File: src/rtl/srwm_pkg.sv
// srwm_pkg: shared types, codes and helpers for the serial register master.
// No dependencies; used by every other file in rtl/ except srwm_if.
package srwm_pkg;

  // action codes on the request channel
  localparam logic [1:0] ACT_TICK  = 2'd0;
  localparam logic [1:0] ACT_WRITE = 2'd1;
  localparam logic [1:0] ACT_READ  = 2'd2;

  // low half of a read request word
  localparam logic [15:0] RD_REQ_LOW = 16'd31;

  // configuration port
  localparam int unsigned PADDR_W   = 3;
  localparam int unsigned PDATA_W   = 32;
  localparam int unsigned TICKS_W   = 16;
  localparam logic        CFG_IDX_PHASE_TICKS = 1'b0;   // paddr[2]
  localparam logic [TICKS_W-1:0] PHASE_TICKS_RST = 16'd1;

  typedef enum logic [1:0] {
    CMD_TICK,
    CMD_WRITE,
    CMD_READ,
    CMD_NONE
  } cmd_kind_t;

  typedef enum logic [1:0] {
    ST_IDLE,
    ST_SEND,
    ST_LATCH,
    ST_RECV
  } stage_t;

  // classified request, minus the shift word
  typedef struct packed {
    cmd_kind_t kind;
    logic      din;
  } cmd_t;

  typedef struct packed {
    logic clk;
    logic data;
    logic le;
  } pins_t;

  typedef struct packed {
    logic        clock_pin;
    logic        data_pin;
    logic        latch_pin;
    logic        busy_res;
    logic        read_valid;
    logic [31:0] read_data;
    logic        command_rejected;
  } result_t;

  function automatic pins_t pins_for(input stage_t stage, input logic msb,
                                     input logic [1:0] phase);
    pins_t p;
    p = '0;
    unique case (stage)
      ST_SEND: begin
        p.data = msb;
        p.clk  = (phase == 2'd1);
      end
      ST_LATCH: p.le  = (phase == 2'd1);
      ST_RECV:  p.clk = (phase < 2'd2);
      default:  p = '0;
    endcase
    return p;
  endfunction

endpackage

File: src/rtl/srwm_if.sv
// srwm_if: request and result channel interfaces (valid/ready).
// Depends on nothing; carries the fields of one request or one result.
interface srwm_in_if;
  logic        valid;
  logic        ready;
  logic [1:0]  action;
  logic [31:0] write_word;
  logic [15:0] reg_address;
  logic        data_in_pin;

  modport source (output valid, action, write_word, reg_address, data_in_pin,
                  input ready);
  modport sink   (input valid, action, write_word, reg_address, data_in_pin,
                  output ready);
endinterface

interface srwm_out_if;
  logic        valid;
  logic        ready;
  logic        clock_pin;
  logic        data_pin;
  logic        latch_pin;
  logic        busy_res;
  logic        read_valid;
  logic [31:0] read_data;
  logic        command_rejected;

  modport source (output valid, clock_pin, data_pin, latch_pin, busy_res, read_valid,
                  read_data, command_rejected, input ready);
  modport sink   (input valid, clock_pin, data_pin, latch_pin, busy_res, read_valid,
                  read_data, command_rejected, output ready);
endinterface

File: src/rtl/srwm_front.sv
// srwm_front: accepts requests and classifies them, building the shift word.
// Depends on srwm_pkg and srwm_in_if; feeds srwm_queue.
module srwm_front #(
  parameter int unsigned WORD_BITS = 32
) (
  srwm_in_if.sink                  in_ch,
  output logic                     cmd_valid,
  input  logic                     cmd_ready,
  output srwm_pkg::cmd_t           cmd,
  output logic [WORD_BITS-1:0]     cmd_word
);

  logic [63:0] wide_word;

  assign cmd_valid   = in_ch.valid;
  assign in_ch.ready = cmd_ready;

  always_comb begin
    wide_word = '0;
    cmd.din   = in_ch.data_in_pin;
    unique case (in_ch.action)
      srwm_pkg::ACT_TICK: begin
        cmd.kind = srwm_pkg::CMD_TICK;
      end
      srwm_pkg::ACT_WRITE: begin
        cmd.kind  = srwm_pkg::CMD_WRITE;
        wide_word = {32'd0, in_ch.write_word};
      end
      srwm_pkg::ACT_READ: begin
        cmd.kind  = srwm_pkg::CMD_READ;
        wide_word = {32'd0, in_ch.reg_address, srwm_pkg::RD_REQ_LOW};
      end
      default: begin
        cmd.kind = srwm_pkg::CMD_NONE;
      end
    endcase
  end

  assign cmd_word = wide_word[WORD_BITS-1:0];

endmodule

File: src/rtl/srwm_queue.sv
// srwm_queue: two-entry request queue between front and back.
// Depends on srwm_pkg.
module srwm_queue #(
  parameter int unsigned WORD_BITS = 32
) (
  input  logic                  clk,
  input  logic                  rst_n,
  input  logic                  push_valid,
  output logic                  push_ready,
  input  srwm_pkg::cmd_t        push_cmd,
  input  logic [WORD_BITS-1:0]  push_word,
  output logic                  pop_valid,
  input  logic                  pop_ready,
  output srwm_pkg::cmd_t        pop_cmd,
  output logic [WORD_BITS-1:0]  pop_word
);

  srwm_pkg::cmd_t        cmd_q_r  [2];
  logic [WORD_BITS-1:0]  word_q_r [2];
  logic [1:0]            count_r, count_nxt;
  logic                  wr_ptr_r, rd_ptr_r;
  logic                  push, pop;

  assign push_ready = (count_r != 2'd2);
  assign pop_valid  = (count_r != 2'd0);
  assign push       = push_valid && push_ready;
  assign pop        = pop_valid && pop_ready;
  assign pop_cmd    = cmd_q_r[rd_ptr_r];
  assign pop_word   = word_q_r[rd_ptr_r];

  always_comb begin
    count_nxt = count_r;
    if (push && !pop) begin
      count_nxt = count_r + 2'd1;
    end else if (pop && !push) begin
      count_nxt = count_r - 2'd1;
    end
  end

  always_ff @(posedge clk) begin
    if (!rst_n) begin
      count_r  <= '0;
      wr_ptr_r <= 1'b0;
      rd_ptr_r <= 1'b0;
    end else begin
      count_r <= count_nxt;
      if (push) begin
        wr_ptr_r <= !wr_ptr_r;
      end
      if (pop) begin
        rd_ptr_r <= !rd_ptr_r;
      end
    end
  end

  always_ff @(posedge clk) begin
    if (push) begin
      cmd_q_r[wr_ptr_r]  <= push_cmd;
      word_q_r[wr_ptr_r] <= push_word;
    end
  end

endmodule

File: src/rtl/srwm_back.sv
// srwm_back: pin sequencer. Runs one queued request per cycle unless the result stalls,
// and registers the result. Depends on srwm_pkg and srwm_out_if; fed by srwm_queue.
module srwm_back #(
  parameter int unsigned WORD_BITS = 32
) (
  input  logic                            clk,
  input  logic                            rst_n,
  input  logic [srwm_pkg::TICKS_W-1:0]    phase_ticks,
  input  logic                            cmd_valid,
  output logic                            cmd_ready,
  input  srwm_pkg::cmd_t                  cmd,
  input  logic [WORD_BITS-1:0]            cmd_word,
  srwm_out_if.source                      out_ch
);

  localparam int unsigned BCW = $clog2(WORD_BITS);
  localparam logic [BCW-1:0] LAST_BIT = BCW'(WORD_BITS - 1);

  srwm_pkg::stage_t           stage_r, stage_nxt;
  logic [WORD_BITS-1:0]       out_shift_r, out_shift_nxt;
  logic [WORD_BITS-1:0]       in_shift_r, in_shift_nxt;
  logic [BCW-1:0]             bit_count_r, bit_count_nxt;
  logic [1:0]                 phase_r, phase_nxt;
  logic [srwm_pkg::TICKS_W-1:0] tick_count_r, tick_count_nxt;
  logic                       is_read_r, is_read_nxt;
  logic                       out_valid_r;
  srwm_pkg::result_t          res_r, res_nxt;

  logic                       pop, active, is_start, phase_end, last_phase, last_bit;
  logic                       done;
  logic [srwm_pkg::TICKS_W:0] tc_inc, limit;
  logic [63:0]                rd_wide;
  srwm_pkg::pins_t            pins;

  assign cmd_ready  = !out_valid_r || out_ch.ready;
  assign pop        = cmd_valid && cmd_ready;
  assign active     = (stage_r != srwm_pkg::ST_IDLE);
  assign is_start   = (cmd.kind == srwm_pkg::CMD_WRITE) || (cmd.kind == srwm_pkg::CMD_READ);
  assign tc_inc     = {1'b0, tick_count_r} + (srwm_pkg::TICKS_W+1)'(1);
  // zero ticks behaves as one
  assign limit      = (phase_ticks == '0) ? (srwm_pkg::TICKS_W+1)'(1) : {1'b0, phase_ticks};
  assign phase_end  = (cmd.kind == srwm_pkg::CMD_TICK) && active && (tc_inc >= limit);
  assign last_phase = (phase_r == 2'd2);
  assign last_bit   = (bit_count_r == LAST_BIT);

  // next stage
  always_comb begin
    stage_nxt = stage_r;
    if (pop) begin
      if (is_start && !active) begin
        stage_nxt = srwm_pkg::ST_SEND;
      end else if (phase_end && last_phase) begin
        unique case (stage_r)
          srwm_pkg::ST_SEND:  if (last_bit) stage_nxt = srwm_pkg::ST_LATCH;
          srwm_pkg::ST_LATCH: stage_nxt = is_read_r ? srwm_pkg::ST_RECV : srwm_pkg::ST_IDLE;
          srwm_pkg::ST_RECV:  if (last_bit) stage_nxt = srwm_pkg::ST_IDLE;
          default:            stage_nxt = stage_r;
        endcase
      end
    end
  end

  // datapath and result
  always_comb begin
    out_shift_nxt  = out_shift_r;
    in_shift_nxt   = in_shift_r;
    bit_count_nxt  = bit_count_r;
    phase_nxt      = phase_r;
    tick_count_nxt = tick_count_r;
    is_read_nxt    = is_read_r;
    done           = 1'b0;
    if (pop) begin
      if (is_start && !active) begin
        out_shift_nxt  = cmd_word;
        in_shift_nxt   = '0;
        bit_count_nxt  = '0;
        phase_nxt      = '0;
        tick_count_nxt = '0;
        is_read_nxt    = (cmd.kind == srwm_pkg::CMD_READ);
      end else if (cmd.kind == srwm_pkg::CMD_TICK && active) begin
        if (!phase_end) begin
          tick_count_nxt = tc_inc[srwm_pkg::TICKS_W-1:0];
        end else begin
          tick_count_nxt = '0;
          // readback sampled at the end of the first clock-high phase
          if (stage_r == srwm_pkg::ST_RECV && phase_r == 2'd0) begin
            in_shift_nxt = {in_shift_r[WORD_BITS-2:0], cmd.din};
          end
          phase_nxt = last_phase ? 2'd0 : phase_r + 2'd1;
          if (last_phase) begin
            unique case (stage_r)
              srwm_pkg::ST_SEND: begin
                out_shift_nxt = {out_shift_r[WORD_BITS-2:0], 1'b0};
                bit_count_nxt = last_bit ? '0 : bit_count_r + BCW'(1);
              end
              srwm_pkg::ST_LATCH: begin
                bit_count_nxt = '0;
              end
              srwm_pkg::ST_RECV: begin
                bit_count_nxt = last_bit ? '0 : bit_count_r + BCW'(1);
                if (last_bit) begin
                  is_read_nxt = 1'b0;
                  done        = 1'b1;
                end
              end
              default: bit_count_nxt = bit_count_r;
            endcase
          end
        end
      end
    end
  end

  assign pins    = srwm_pkg::pins_for(stage_nxt, out_shift_nxt[WORD_BITS-1], phase_nxt);
  assign rd_wide = 64'(in_shift_nxt);

  always_comb begin
    res_nxt.clock_pin        = pins.clk;
    res_nxt.data_pin         = pins.data;
    res_nxt.latch_pin        = pins.le;
    res_nxt.busy_res         = (stage_nxt != srwm_pkg::ST_IDLE);
    res_nxt.read_valid       = done;
    res_nxt.read_data        = done ? rd_wide[31:0] : 32'd0;
    res_nxt.command_rejected = is_start && active;
  end

  always_ff @(posedge clk) begin
    if (!rst_n) begin
      stage_r      <= srwm_pkg::ST_IDLE;
      out_shift_r  <= '0;
      in_shift_r   <= '0;
      bit_count_r  <= '0;
      phase_r      <= '0;
      tick_count_r <= '0;
      is_read_r    <= 1'b0;
      out_valid_r  <= 1'b0;
    end else begin
      stage_r      <= stage_nxt;
      out_shift_r  <= out_shift_nxt;
      in_shift_r   <= in_shift_nxt;
      bit_count_r  <= bit_count_nxt;
      phase_r      <= phase_nxt;
      tick_count_r <= tick_count_nxt;
      is_read_r    <= is_read_nxt;
      if (pop) begin
        out_valid_r <= 1'b1;
      end else if (out_ch.ready) begin
        out_valid_r <= 1'b0;
      end
    end
  end

  always_ff @(posedge clk) begin
    if (pop) begin
      res_r <= res_nxt;
    end
  end

  assign out_ch.valid            = out_valid_r;
  assign out_ch.clock_pin        = res_r.clock_pin;
  assign out_ch.data_pin         = res_r.data_pin;
  assign out_ch.latch_pin        = res_r.latch_pin;
  assign out_ch.busy_res         = res_r.busy_res;
  assign out_ch.read_valid       = res_r.read_valid;
  assign out_ch.read_data        = res_r.read_data;
  assign out_ch.command_rejected = res_r.command_rejected;

endmodule

File: src/rtl/serial_register_write_read_master.sv
// Serial register master for a three-wire clock/data/latch-enable bus. Every request
// (tick, start write, start read) yields one result request carrying the pin levels,
// busy flag, any completed read word and a rejected-start flag. Throughput is one
// request per clock cycle while the result channel is not stalled, set by the update
// of the pin sequencer in the back end; each result is registered before it is shown.
// A two-entry queue separates intake from the sequencer and takes new requests
// while an earlier result waits in the result register. phase_ticks (APB, address 0)
// sets how many tick requests each pin phase lasts; write it only while idle.
// Depends on srwm_pkg, srwm_if, srwm_front, srwm_queue and srwm_back.
module serial_register_write_read_master #(
  parameter int unsigned WORD_BITS = 32
) (
  input  logic                           clk,
  input  logic                           rst_n,
  srwm_in_if.sink                        in_ch,
  srwm_out_if.source                     out_ch,
  input  logic                           psel,
  input  logic                           penable,
  input  logic                           pwrite,
  input  logic [srwm_pkg::PADDR_W-1:0]   paddr,
  input  logic [srwm_pkg::PDATA_W-1:0]   pwdata,
  output logic [srwm_pkg::PDATA_W-1:0]   prdata,
  output logic                           pready
);

  logic [srwm_pkg::TICKS_W-1:0] phase_ticks_r;
  logic                         cfg_sel;

  logic                  f_valid, f_ready;
  srwm_pkg::cmd_t        f_cmd;
  logic [WORD_BITS-1:0]  f_word;
  logic                  q_valid, q_ready;
  srwm_pkg::cmd_t        q_cmd;
  logic [WORD_BITS-1:0]  q_word;

  assign pready  = 1'b1;
  assign cfg_sel = (paddr[2] == srwm_pkg::CFG_IDX_PHASE_TICKS);
  assign prdata  = cfg_sel ? {16'd0, phase_ticks_r} : '0;

  always_ff @(posedge clk) begin
    if (!rst_n) begin
      phase_ticks_r <= srwm_pkg::PHASE_TICKS_RST;
    end else if (psel && penable && pwrite && pready && cfg_sel) begin
      phase_ticks_r <= pwdata[srwm_pkg::TICKS_W-1:0];
    end
  end

  srwm_front #(.WORD_BITS(WORD_BITS)) u_front (
    .in_ch     (in_ch),
    .cmd_valid (f_valid),
    .cmd_ready (f_ready),
    .cmd       (f_cmd),
    .cmd_word  (f_word)
  );

  srwm_queue #(.WORD_BITS(WORD_BITS)) u_queue (
    .clk        (clk),
    .rst_n      (rst_n),
    .push_valid (f_valid),
    .push_ready (f_ready),
    .push_cmd   (f_cmd),
    .push_word  (f_word),
    .pop_valid  (q_valid),
    .pop_ready  (q_ready),
    .pop_cmd    (q_cmd),
    .pop_word   (q_word)
  );

  srwm_back #(.WORD_BITS(WORD_BITS)) u_back (
    .clk         (clk),
    .rst_n       (rst_n),
    .phase_ticks (phase_ticks_r),
    .cmd_valid   (q_valid),
    .cmd_ready   (q_ready),
    .cmd         (q_cmd),
    .cmd_word    (q_word),
    .out_ch      (out_ch)
  );

endmodule
File: src/flat_wrapper.sv
// flat-port wrapper written by rule: the top's interface ports become plain ports
module serial_register_write_read_master_flat 
#(
  parameter int unsigned WORD_BITS = 32
)
  (clk, rst_n, psel, penable, pwrite, paddr, pwdata, prdata, pready, in_ch_valid, in_ch_action, in_ch_write_word, in_ch_reg_address, in_ch_data_in_pin, in_ch_ready, out_ch_valid, out_ch_clock_pin, out_ch_data_pin, out_ch_latch_pin, out_ch_busy_res, out_ch_read_valid, out_ch_read_data, out_ch_command_rejected, out_ch_ready);
  srwm_in_if in_ch_i ();
  srwm_out_if out_ch_i ();
  input  logic clk;
  input  logic rst_n;
  input  logic psel;
  input  logic penable;
  input  logic pwrite;
  input  logic [srwm_pkg::PADDR_W-1:0] paddr;
  input  logic [srwm_pkg::PDATA_W-1:0] pwdata;
  output logic [srwm_pkg::PDATA_W-1:0] prdata;
  output logic pready;
  input wire logic [$bits(in_ch_i.valid)-1:0] in_ch_valid;
  input wire logic [$bits(in_ch_i.action)-1:0] in_ch_action;
  input wire logic [$bits(in_ch_i.write_word)-1:0] in_ch_write_word;
  input wire logic [$bits(in_ch_i.reg_address)-1:0] in_ch_reg_address;
  input wire logic [$bits(in_ch_i.data_in_pin)-1:0] in_ch_data_in_pin;
  output wire logic [$bits(in_ch_i.ready)-1:0] in_ch_ready;
  output wire logic [$bits(out_ch_i.valid)-1:0] out_ch_valid;
  output wire logic [$bits(out_ch_i.clock_pin)-1:0] out_ch_clock_pin;
  output wire logic [$bits(out_ch_i.data_pin)-1:0] out_ch_data_pin;
  output wire logic [$bits(out_ch_i.latch_pin)-1:0] out_ch_latch_pin;
  output wire logic [$bits(out_ch_i.busy_res)-1:0] out_ch_busy_res;
  output wire logic [$bits(out_ch_i.read_valid)-1:0] out_ch_read_valid;
  output wire logic [$bits(out_ch_i.read_data)-1:0] out_ch_read_data;
  output wire logic [$bits(out_ch_i.command_rejected)-1:0] out_ch_command_rejected;
  input wire logic [$bits(out_ch_i.ready)-1:0] out_ch_ready;
  assign in_ch_i.valid = in_ch_valid;
  assign in_ch_i.action = in_ch_action;
  assign in_ch_i.write_word = in_ch_write_word;
  assign in_ch_i.reg_address = in_ch_reg_address;
  assign in_ch_i.data_in_pin = in_ch_data_in_pin;
  assign in_ch_ready = in_ch_i.ready;
  assign out_ch_valid = out_ch_i.valid;
  assign out_ch_clock_pin = out_ch_i.clock_pin;
  assign out_ch_data_pin = out_ch_i.data_pin;
  assign out_ch_latch_pin = out_ch_i.latch_pin;
  assign out_ch_busy_res = out_ch_i.busy_res;
  assign out_ch_read_valid = out_ch_i.read_valid;
  assign out_ch_read_data = out_ch_i.read_data;
  assign out_ch_command_rejected = out_ch_i.command_rejected;
  assign out_ch_i.ready = out_ch_ready;
  serial_register_write_read_master #(.WORD_BITS(WORD_BITS)) u_core (.clk(clk), .rst_n(rst_n), .in_ch(in_ch_i), .out_ch(out_ch_i), .psel(psel), .penable(penable), .pwrite(pwrite), .paddr(paddr), .pwdata(pwdata), .prdata(prdata), .pready(pready));
endmodule
File: config.mk
export PLATFORM = sky130hd
export DESIGN_NAME = serial_register_write_read_master_flat
export DESIGN_NICKNAME = d
export VERILOG_FILES = /design/src/rtl/srwm_pkg.sv /design/src/rtl/srwm_if.sv /design/src/rtl/srwm_front.sv /design/src/rtl/srwm_queue.sv /design/src/rtl/srwm_back.sv /design/src/rtl/serial_register_write_read_master.sv /design/src/flat_wrapper.sv
export SDC_FILE = /design/constraint.sdc
export NUM_CORES = 1
export LEC_CHECK = 0
export ABC_AREA = 1
export BUFFER_PORTS_ARGS = -buffer_cell sky130_fd_sc_hd__buf_2
export CORE_MARGIN = 2
export CORE_UTILIZATION = 38
export DETAILED_ROUTE_END_ITERATION = 8
export SYNTH_ARGS = -nofsm -noshare
export SYNTH_HDL_FRONTEND = slang
export SYNTH_SLANG_ARGS = --single-unit
File: constraint.sdc
create_clock -name clk -period 2.8 [get_ports clk]
set_input_delay 0 -clock clk [delete_from_list [all_inputs] [get_ports clk]]
set_output_delay 0 -clock clk [all_outputs]
set_load 0.01 [all_outputs]
## Word level (Yosys, flattened, before mapping)

Memory sizes are Yosys's and may differ from the RTL's. A register that Yosys moved wholly into a read port is not among the register bits.
Index checks and enable logic that the tools add are counted.
Widths: inputs -> output; s select.

| operators by class | value |
|---|---|
| add/sub/neg operators | 5 |
| $mul | 0 |
| divide/modulo/power cells | 0 |
| magnitude comparators | 2 |
| equal/unequal tests | 14 |
| shift operators | 0 |
| multiplexer cells | 60 |
| bitwise logic cells | 1 |
| reductions and logical operators | 42 |

Operators by type and width:

| kind | count |
|---|---|
| $mux 32 | 11 |
| $mux 16 | 5 |
| $pmux 32 s2 | 1 |
| $mux 2 | 13 |
| $mux 5 | 5 |
| $reduce_bool 2->1 | 11 |
| $mux 1 | 21 |
| $add 16x1->17 const B | 1 |
| $ge 17x16->1 | 1 |
| $logic_not 16->1 | 1 |
| $eq 2x2->1 const B | 7 |
| $logic_and 1x1->1 | 13 |
| $pmux 2 s3 | 2 |
| $eq 2x1->1 const B | 5 |
| $pmux 5 s2 | 1 |
| $reduce_and 5->1 | 2 |
| $logic_not 1->1 | 6 |
| $logic_not 2->1 | 3 |
| $reduce_and 6->1 | 1 |
| $add 5x1->5 const B | 1 |
| $eq 5x5->1 const B | 1 |
| $add 2x1->2 const B | 2 |
| $reduce_bool 3->1 | 1 |
| $logic_or 1x1->1 | 2 |
| other kinds (7) | 7 |

| word-level totals | value |
|---|---|
| flip-flop bits (word level) | 149 |
| bits in latches | 0 |
| memory bits (writable) | 70 |
| bits in read-only memories | 0 |
| bits of input ports | 93 |
| output and inout port bits | 73 |
| word-level logic and storage cells | 146 |
| memories kept | 2 |

Memories:

| name | depth | width | rd ports | clocked after memory_dff | wr ports | line | RTL |
|---|---|---|---|---|---|---|---|
| u_core.u_queue.word_q_r | 2 | 32 | 1 | 1 | 1 | srwm_queue.sv:19 | `logic [WORD_BITS-1:0] word_q_r [2];` |
| u_core.u_queue.cmd_q_r | 2 | 3 | 1 | 1 | 1 | srwm_queue.sv:18 | `srwm_pkg::cmd_t cmd_q_r [2];` |

## Logic depth before layout (Yosys ltp)

Gate-level depths: netlist of the first run.

| logic depth | value |
|---|---|
| depth in word-level cells | 10 |
| gate-level depth with buffers | 21 |
| depth with buffers taken out | 21 |

## Modules after synthesis

A second synthesis of the first run with hierarchy kept.

| unflattened totals | value |
|---|---|
| cell total of the unflattened synthesis | 1,319 |
| area total of the unflattened synthesis | 11,253.3 um2 |

By module, submodules not included:

| module | instances | cells an instance | area an instance (um2) | seq. area each (um2) |
|---|---|---|---|---|
| srwm_back | 1 | 914 | 6,764.0 | 2,962.8 |
| srwm_queue | 1 | 146 | 2,920.3 | 2,202.1 |
| serial_register_write_read_master | 1 | 159 | 1,052.3 | 320.3 |
| srwm_front | 1 | 100 | 516.7 | 0.0 |

## Worst setup path after synthesis of the first run

Ideal clock, no wire load.

| timing | value |
|---|---|
| path kind | register -> register |
| start point | reg u_core.u_back.tick_count_r[0] (netlist bit) |
| end point | reg u_core.u_back.res_r, in the netlist u_core.u_back.out_ch.read_data[10] (data pin) |
| library setup time | 0.141 ns |
| data arrival time | 2.895 ns |
| data required time | 2.659 ns |
| path slack | -0.235 ns |
| cell stages (with the launch flop) | 20 |
| buffers on the path | 1 |
| clock period less this slack | 3.035 ns |
| path through | dfxtp_1 -> ha_1 -> nand2_1 -> nor2_2 -> nand2_1 -> nor3_1 -> nand2_1 -> xnor2_1 -> ha_1 -> nand3_1 -> nor3_1 -> nand3_1 -> nand2_4 -> nor2_8 -> a21boi_4 -> buf_6 -> nand2_1 -> nand2_1 -> nand3_2 -> a21oi_2 |

| between the ends | value |
|---|---|
| longest elaborated chain between the ends | 7 |
| elaborated cells on any way between the ends | 11 |
| classes of those cells | add/sub (1); order compare (1); mux (8); reduce/logical (1) |

RTL lines:

| what | line | RTL |
|---|---|---|
| start: declaration | srwm_back.sv:24 | `logic [srwm_pkg::TICKS_W-1:0] tick_count_r, tick_count_nxt;` |
| start signal: assignment | srwm_back.sv:143 | `tick_count_r <= tick_count_nxt;` |
| $add 16x1->17 (*) | srwm_back.sv:39 | `assign tc_inc = {1'b0, tick_count_r} + (srwm_pkg::TICKS_W+1)'(1);` |
| $ge 17x16->1 (*) | srwm_back.sv:42 | `assign phase_end = (cmd.kind == srwm_pkg::CMD_TICK) && active && (tc_inc >= limit);` |
| $logic_and 1x1->1 (*) | srwm_back.sv:42 |  |
| $mux 32 / $mux 1 (equally long branches) | srwm_back.sv:81 | `if (!phase_end) begin` |
| $mux 32 / $mux 1 (equally long branches) | srwm_back.sv:80 | `end else if (cmd.kind == srwm_pkg::CMD_TICK && active) begin` |
| $mux 32 / $mux 1 (equally long branches) | srwm_back.sv:73 | `if (is_start && !active) begin` |
| $mux 32 / $mux 1 (equally long branches) | srwm_back.sv:72 | `if (pop) begin` |
| end signal: assignment | srwm_back.sv:155 | `res_r <= res_nxt;` |
| end: declaration | srwm_back.sv:27 | `srwm_pkg::result_t res_r, res_nxt;` |

Mark *: on every way between the ends. The rest lies on a longest branch, timed or not.
A chain may end at the register's enable or synchronous reset.

## Worst setup path in the final report of the first run

| timing | value |
|---|---|
| start point | reg u_core.u_back.tick_count_r[1] (netlist bit) |
| end point | reg u_core.u_back.res_r, in the netlist u_core.u_back.out_ch.read_data[14] (data pin) |

The elaborated chain is that of the path after synthesis.

==> impl_results.md, run 1 <==
- Ys flop type: dfxtp_1
- Hold slack: 47.3 ps
- Flop-to-flop setup slack: -490 ps
- Synth cell types: 42
- WHS Path Cells: 3
- GP Congestion: 0.847
- Fin nets: 1785
- Vias in the first global route: 9808
- Starting Density: 38.5%
- Crit-path max cell delay: 370 ps
- Final worst slack: -488 ps
- Max-cap viol count: 0
- Number of buffers created by CTS: 25
- Pre-CTS setup slack: -337 ps
- Critical Path RT: 3170 ps
- Hold Crit Class: in -> reg
- Initial antenna violation count: 0
- CP Buf/Inv Count: 5
- Cell taking the most area after synthesis: edfxtp_1
- Clock latency on the worst-skew pair: 510 ps
- Failing checks: setup timing
- Multi-input gate area: 6120 µm²
- PwrDens: 743 nW/µm²
- Outcome: finished with violations
- Buffers from clock root to sink, at most: 3
- Post-route clock period utilization: 117%
- Core area: 29600 µm²
- Slowest-stage cell, CP: dfxtp_4
- Share of the synthesized area in the top cell type: 28.5%
- Hold path endpoint: u_core.u_queue.cmd_q_r[1][2]
- GRT Total Usage: 18.4%
- DRC violations left: 0
- Top cells by area, synth: edfxtp_1, dfxtp_1, nand2_1
- CP Launch Type: flip-flop
- R2R cell count: 21
- Post-DRT Antenna Nets: 0
- DIE WIDTH: 177 µm
- Crit-path cells: ha_4 > nand2_4 > nor2_4 > buf_6 > nand2_4 > nor3_4 > xnor2_1 > inv_1 > ha_1 > nand2_2 > inv_1 > a21oi_2 > nor3_2 > nor2_8 > a21boi_4 > buf_6 > clkbuf_16 > nand2_1 > nand2_1 > nand3_2 > a21oi_2
- DR vias: 10200
- Crit Path Max Fanout: 8
- Ys async rst share: 0%
- Max IR drop VDD: 0.000631 V
- Largest net degree at the start of global routing: 81
- DP Wirelength: 17.4 mm
- Final Instance Count excl. Fillers: 2075
- Sequential fraction of the synthesis area: 48.2%
- First-pass GRT wire length: 47.8 mm
- Area Overhead vs Synth: 41.3%
- Worst-Margin Slew: 1140 ps
- CP endpoint kind: flip-flop
- P_leak: 0.00681 µW
- Via-to-Cell Ratio: 4.92
- Layout cells sized above 1: 35.2%
- Fin crit period: 3290 ps
- Mapped Avg Cell Area: 8.16 µm²
- RSZ-0062 raised after global routing: true
- FP Rows: 63
- DR WL/cell: 14.7 µm
- Die area: 31400 µm²
- Placed Cells: 1917
- DRT Pass-1 Iters: 5
- Delay-heaviest family, CP: simple AND/OR/NAND/NOR gates
- FF/Latch Area: 5500 µm²
- Setup violators final: 126
- CTS H-tree lvls: 1
- Post-synth EDFFs: 108
- Port Buf Inserts: 130
- Post-Synthesis Cells: 1395
- Clock root buffer: clkbuf_16
- Reg-to-reg startpoint: u_core.u_back.tick_count_r[1]
- Diode count: 0
- Final core utilization: 54.4%
- Chip Height: 177 µm
- Clk sink count: 220
- TritonCTS clock tree: done
- Clk_skew: 10.9 ps
- Final Hold Fails: 0
- Rel. slew slack: 24.0%
- Grt ovf: 0
- Ys Warns: 0
- Fill cells: 2618
- Crit Path Category: reg -> reg
- Drt first-iter violations: 705
- F_max: 0.304 GHz
- WL final: 30.6 mm
- Power Total: 11900 µW
- Seq cells post-synth: 220
- Hold_sp: in_ch_action[1]
- Final Max Slew Viols: 0
- Clock-pin slew on the worst setup and hold paths: 60 ps
- R2r endpoint: u_core.u_back.out_ch.read_data[14]
- Worst EP arrival: 3660 ps
- IO Pins: 166
- Cell area after synthesis: 11400 µm²
-- report_power, final --
group / switching, µW / internal [µW] / leakage, µW
Combinational: 2880 / 1600 / 0.00445
Sequential: 241 / 4010 / 0.00196
Clock: 1280 / 1940 / 0.000397
Total: 4400 / 7540 / 0.00681
-- layer usage --
| metal | up-vias | routed length [µm] | GRT usage (%) |
|---|---|---|---|
| met5 | - | 0 | 0 |
| met4 | 0 | 609 | 4.96 |
| met3 | 50 | 1270 | 2.28 |
| met2 | 244 | 14700 | 31.6 |
| met1 | 4779 | 14100 | 24.5 |
| li1 | 5127 | - | - |
-- worst min-delay path: cells and delay by family --
kind	cells	cell delay (ps)
AND/OR/NAND/NOR	1	140
adder cells (fa/ha/maj)	1	200
buffers and inverters	1	100
-- layout by cell type (no fill, tap or decap), types with 48 or more instances in the layout --
cell type	netlist	final
a21oi_1	110	55
a21oi_2	57	111
buf_2	5	130
buf_4	31	71
dfxtp_1	112	108
dlygate4sd3_1	0	84
edfxtp_1	108	108
inv_1	77	73
nand2_1	505	411
nand2_4	4	57
nand3_1	84	72
nor2_1	59	48
-- per-stage QoR --
step | area, µm² | TNS, ps
2_1_floorplan | 11500 | -593
5_1_grt | 16100 | -64530
6_report | 16100 | -45660
3_5_place_dp | 13000 | -26540
4_1_cts | 14800 | -25500
3_3_place_gp | 13000 | -16520
-- flip-flops by register name, summed over array words and instances, names as in the netlist, 5 cells and up, named ones only --
| register | count |
|---|---|
| u_core.u_back.bit_count_r | 5 |
| u_core.u_back.out_shift_r | 32 |
| u_core.phase_ticks_r | 16 |
| u_core.u_back.out_ch.read_data | 32 |
| u_core.u_queue.cmd_q_r | 6 |
| u_core.u_back.in_shift_r | 32 |
| u_core.u_back.tick_count_r | 16 |
| u_core.u_queue.word_q_r | 64 |
-- cells by family after synthesis --
kind of cell | synth area share [%]
AND/OR/NAND/NOR | 27.7
AO/OA/AOI/OAI | 12.6
flip-flops | 48.2
buffers and inverters | 7.59
adder cells (fa/ha/maj) | 2.75
XOR/XNOR | 1.00
other | 0.0660
multiplexers | 0.0879
-- synthesized netlist by cell type (2+ instances only) --
library cell / count
a21oi_2: 57
xor2_1: 6
a31oi_1: 3
clkbuf_1: 54
o21ai_0: 33
nand2_4: 4
ha_1: 25
or2_2: 3
inv_1: 77
conb_1: 2
nor2_2: 2
edfxtp_1: 108
inv_2: 2
nand3_1: 84
buf_2: 5
dfxtp_1: 112
nor3_1: 6
nor2_4: 2
nor2_1: 59
nand3_2: 30
buf_4: 31
buf_6: 8
and3_1: 2
a21o_1: 2
nand2_2: 4
xnor2_1: 7
nand2_1: 505
a21oi_1: 110
nand4_1: 9
o21ai_1: 31
-- worst max path at each step --
stage | startpoint | endpoint | depth (start not counted)
after floorplan | u_core.u_back.tick_count_r[0] | u_core.u_back.out_ch.read_data[11] | 19
after global placement | u_core.u_back.tick_count_r[2] | u_core.u_back.out_ch.data_pin | 20
after detailed placement | u_core.u_back.tick_count_r[0] | u_core.u_back.out_ch.read_data[15] | 19
after CTS | u_core.u_back.tick_count_r[0] | u_core.u_back.out_ch.read_data[15] | 19
after global routing | u_core.u_back.tick_count_r[0] | u_core.u_back.out_ch.read_data[9] | 21
final | u_core.u_back.tick_count_r[1] | u_core.u_back.out_ch.read_data[14] | 21
-- layout make-up --
type,instances,area share (%)
Clock buffer,31,4.09
Timing Repair Buffer,329,17.8
Tap cell,390,3.03
Inverter,80,1.93
Multi-Input combinational cell,1011,38.0
Sequential cell,220,34.2
Clock inverter,14,0.926
-- what timing repair did --
action                                  CTS  global route
cloned                                    5             8
endpoints found under the hold margin    91             0
hold buffers                             84             0
endpoints found under the setup margin  111           127
pin swaps                                16            84
buffers inserted                          5            14
gates resized for setup                  16           256
Note: power is estimated with default switching activity, not from simulation.
==> run 2: changes to the inputs <==
--- a/config.mk
+++ b/config.mk
@@ -9,7 +9,9 @@
 export BUFFER_PORTS_ARGS = -buffer_cell sky130_fd_sc_hd__buf_2
 export CORE_MARGIN = 2
 export CORE_UTILIZATION = 38
+export CTS_CLUSTER_SIZE = 20
 export DETAILED_ROUTE_END_ITERATION = 8
+export PLACE_DENSITY = 0.71
 export SYNTH_ARGS = -nofsm -noshare
 export SYNTH_HDL_FRONTEND = slang
 export SYNTH_SLANG_ARGS = --single-unit
==> run 2 against run 1 <==
Net effect:
- the run still ends with setup timing left
- non-clock buffer count down 18
- clock power up 5%
- global-route usage down 0.46 points
- core utilization down 3.4 points
- clock skew up 14 ps
- worst setup slack better by 190 ps
- critical path depth down 1
- largest cell class is now sequential cells
- die area unchanged
==> impl_results.md, run 2 (same netlist as run 1, synthesis figures left out) <==
- DP Wirelength: 17.5 mm
- GRT Total Usage: 18.0%
- Commonest non-fill, non-tap cell in the layout: nand2_1
- Max-cap viol count: 0
- Most flop-heavy register: u_core.u_queue.word_q_r
- Setup crit start: u_core.u_back.tick_count_r[0]
- P_leak: 0.00619 µW
- CP endpoint kind: flip-flop
- Final Hold Fails: 0
- Clock latency on the worst-skew pair: 530 ps
- F_max: 0.323 GHz
- Final Max Slew Viols: 0
- Hold Crit Class: in -> reg
- Flop-to-flop setup slack: -290 ps
- Post-route clock period utilization: 111%
- Diode count: 0
- WL final: 29.3 mm
- Vias in the first global route: 9801
- Setup violators final: 110
- Clk sink count: 220
- Rel. slew slack: 21.6%
- Buffers from clock root to sink, at most: 3
- DRC violations left: 0
- Worst EP arrival: 3470 ps
- Failing checks: setup timing
- Clock-pin slew on the worst setup and hold paths: 60 ps
- Final instance area: 15100 µm²
- Die area: 31400 µm²
- Max IR drop VDD: 0.000469 V
- FP Rows: 63
- Hold path endpoint: u_core.u_queue.wr_ptr_r
- Fin crit period: 3090 ps
- Final core utilization: 51.0%
- Fill cells: 2677
- Chip Height: 177 µm
- Worst-Margin Slew: 1180 ps
- R2R cell count: 20
- FF/Latch Area: 5490 µm²
- Crit Path Max Fanout: 16
- Port Buf Inserts: 130
- RSZ-0062 raised after global routing: true
- Hold_sp: in_ch_valid
- WHS Path Cells: 5
- CP Launch Type: flip-flop
- Critical Path RT: 3180 ps
- Final worst slack: -294 ps
- R2r endpoint: u_core.u_back.out_ch.read_data[16]
- CTS H-tree lvls: 1
- Clock root buffer: clkbuf_16
- Power Total: 11500 µW
- IO Pins: 166
- Multi-input gate area: 5430 µm²
- PwrDens: 761 nW/µm²
- DRT Pass-1 Iters: 5
- Placed Area: 12900 µm²
- Grt ovf: 0
- Reg-to-reg startpoint: u_core.u_back.tick_count_r[0]
- Max reg flops: 64
- Post-DRT Antenna Nets: 0
- GP Congestion: 0.831
- DIE WIDTH: 177 µm
- Via-to-Cell Ratio: 4.93
- Drt first-iter violations: 979
- Layout cells sized above 1: 26.1%
- First-pass GRT wire length: 46.6 mm
- Initial antenna violation count: 0
- Largest net degree at the start of global routing: 43
- Setup Total Neg Slack: -22900 ps
- TritonCTS clock tree: done
- Starting Density: 38.5%
- Area Overhead vs Synth: 32.3%
- Clk_skew: 24.9 ps
- Hold slack: 199 ps
- Outcome: finished with violations
- DR WL/cell: 14.2 µm
- DR vias: 10200
- Core area: 29600 µm²
- Number of buffers created by CTS: 26
- Crit Path Category: reg -> reg
- Fin nets: 1769
- Most frequent cells in the layout: nand2_1, buf_2, dfxtp_1, edfxtp_1, a21oi_1
==> run 2: cell count changes in the layout (fill, tap and decap cells not counted), moves of 5 or more <==
cell and delta:
nand3_2 -6, nand2_1 +84, nand3_1 +5, nand2_2 -30, buf_6 -10, o21ai_1 +7, buf_12 -6, o21ai_2 -6
nand2_4 -53, a21oi_2 -45, a21oi_1 +45, buf_4 +5
==> run 2: layout make-up <==
cell class | instances | share of cell area, %
Timing Repair Buffer | 311 | 16.3
Clock inverter | 16 | 1.10
Sequential cell | 220 | 36.5
Timing Repair inverter | 1 | 0.0332
Inverter | 80 | 2.06
Clock buffer | 32 | 4.68
Multi-Input combinational cell | 1011 | 36.1
Tap cell | 390 | 3.24
==> run 2: through the flow <==
stage	instances	setup slack, ps
after CTS	2054	-290
final	2061	-294
after detailed placement	1912	-401
after global placement	1912	-240
after global routing	2061	-481
after floorplan	1410	-53.8
==> run 2: critical path: stages, from the launching register on <==
cell and delay (ps):
dfxtp_4 380, ha_4 140, nand2_2 60, nor2_4 130, nand2_4 80, nor3_2 150
xnor2_1 150, inv_1 110, ha_4 280, nand2_1 40, nand2_1 90, a21oi_1 60
nor3_2 320, nor2_8 80, a21boi_4 170, buf_12 150, buf_16 150, nand2_1 50
nand2_1 60, nand3_1 110, a21oi_2 160
==> run 2: worst max-delay path by stage <==
stage,cells past startpoint,endpoint
floorplan,19,u_core.u_back.out_ch.read_data[11]
global placement,19,u_core.u_back.out_ch.read_data[17]
detailed placement,19,u_core.u_back.out_ch.read_data[15]
CTS,20,u_core.u_back.out_ch.read_data[25]
global route,20,u_core.u_back.out_ch.read_data[15]
finish,20,u_core.u_back.out_ch.read_data[16]
==> run 2: metal layers <==
| layer | up-vias | routed length, µm | global-route usage [%] |
|---|---|---|---|
| met5 | - | 0 | 0 |
| met4 | 0 | 531 | 4.79 |
| met3 | 50 | 1550 | 2.66 |
| met2 | 281 | 14300 | 31.9 |
| met1 | 4745 | 13000 | 22.7 |
| li1 | 5077 | - | - |
==> run 2: where the power goes <==
group	leakage, µW	internal, µW	switching [µW]	total, µW
Combinational	0.00381	1260	2580	3850
Sequential	0.00196	4010	209	4220
Clock	0.000422	2070	1330	3390
Total	0.00619	7340	4120	11500
==> run 2: repair_timing <==
item,4_1_cts,5_1_grt
pin swaps,8,17
gates cloned,2,4
setup endpoints to repair,126,127
resized for setup,24,38
buffers inserted,6,3
hold endpoints to repair,95,0
hold buffers,86,0
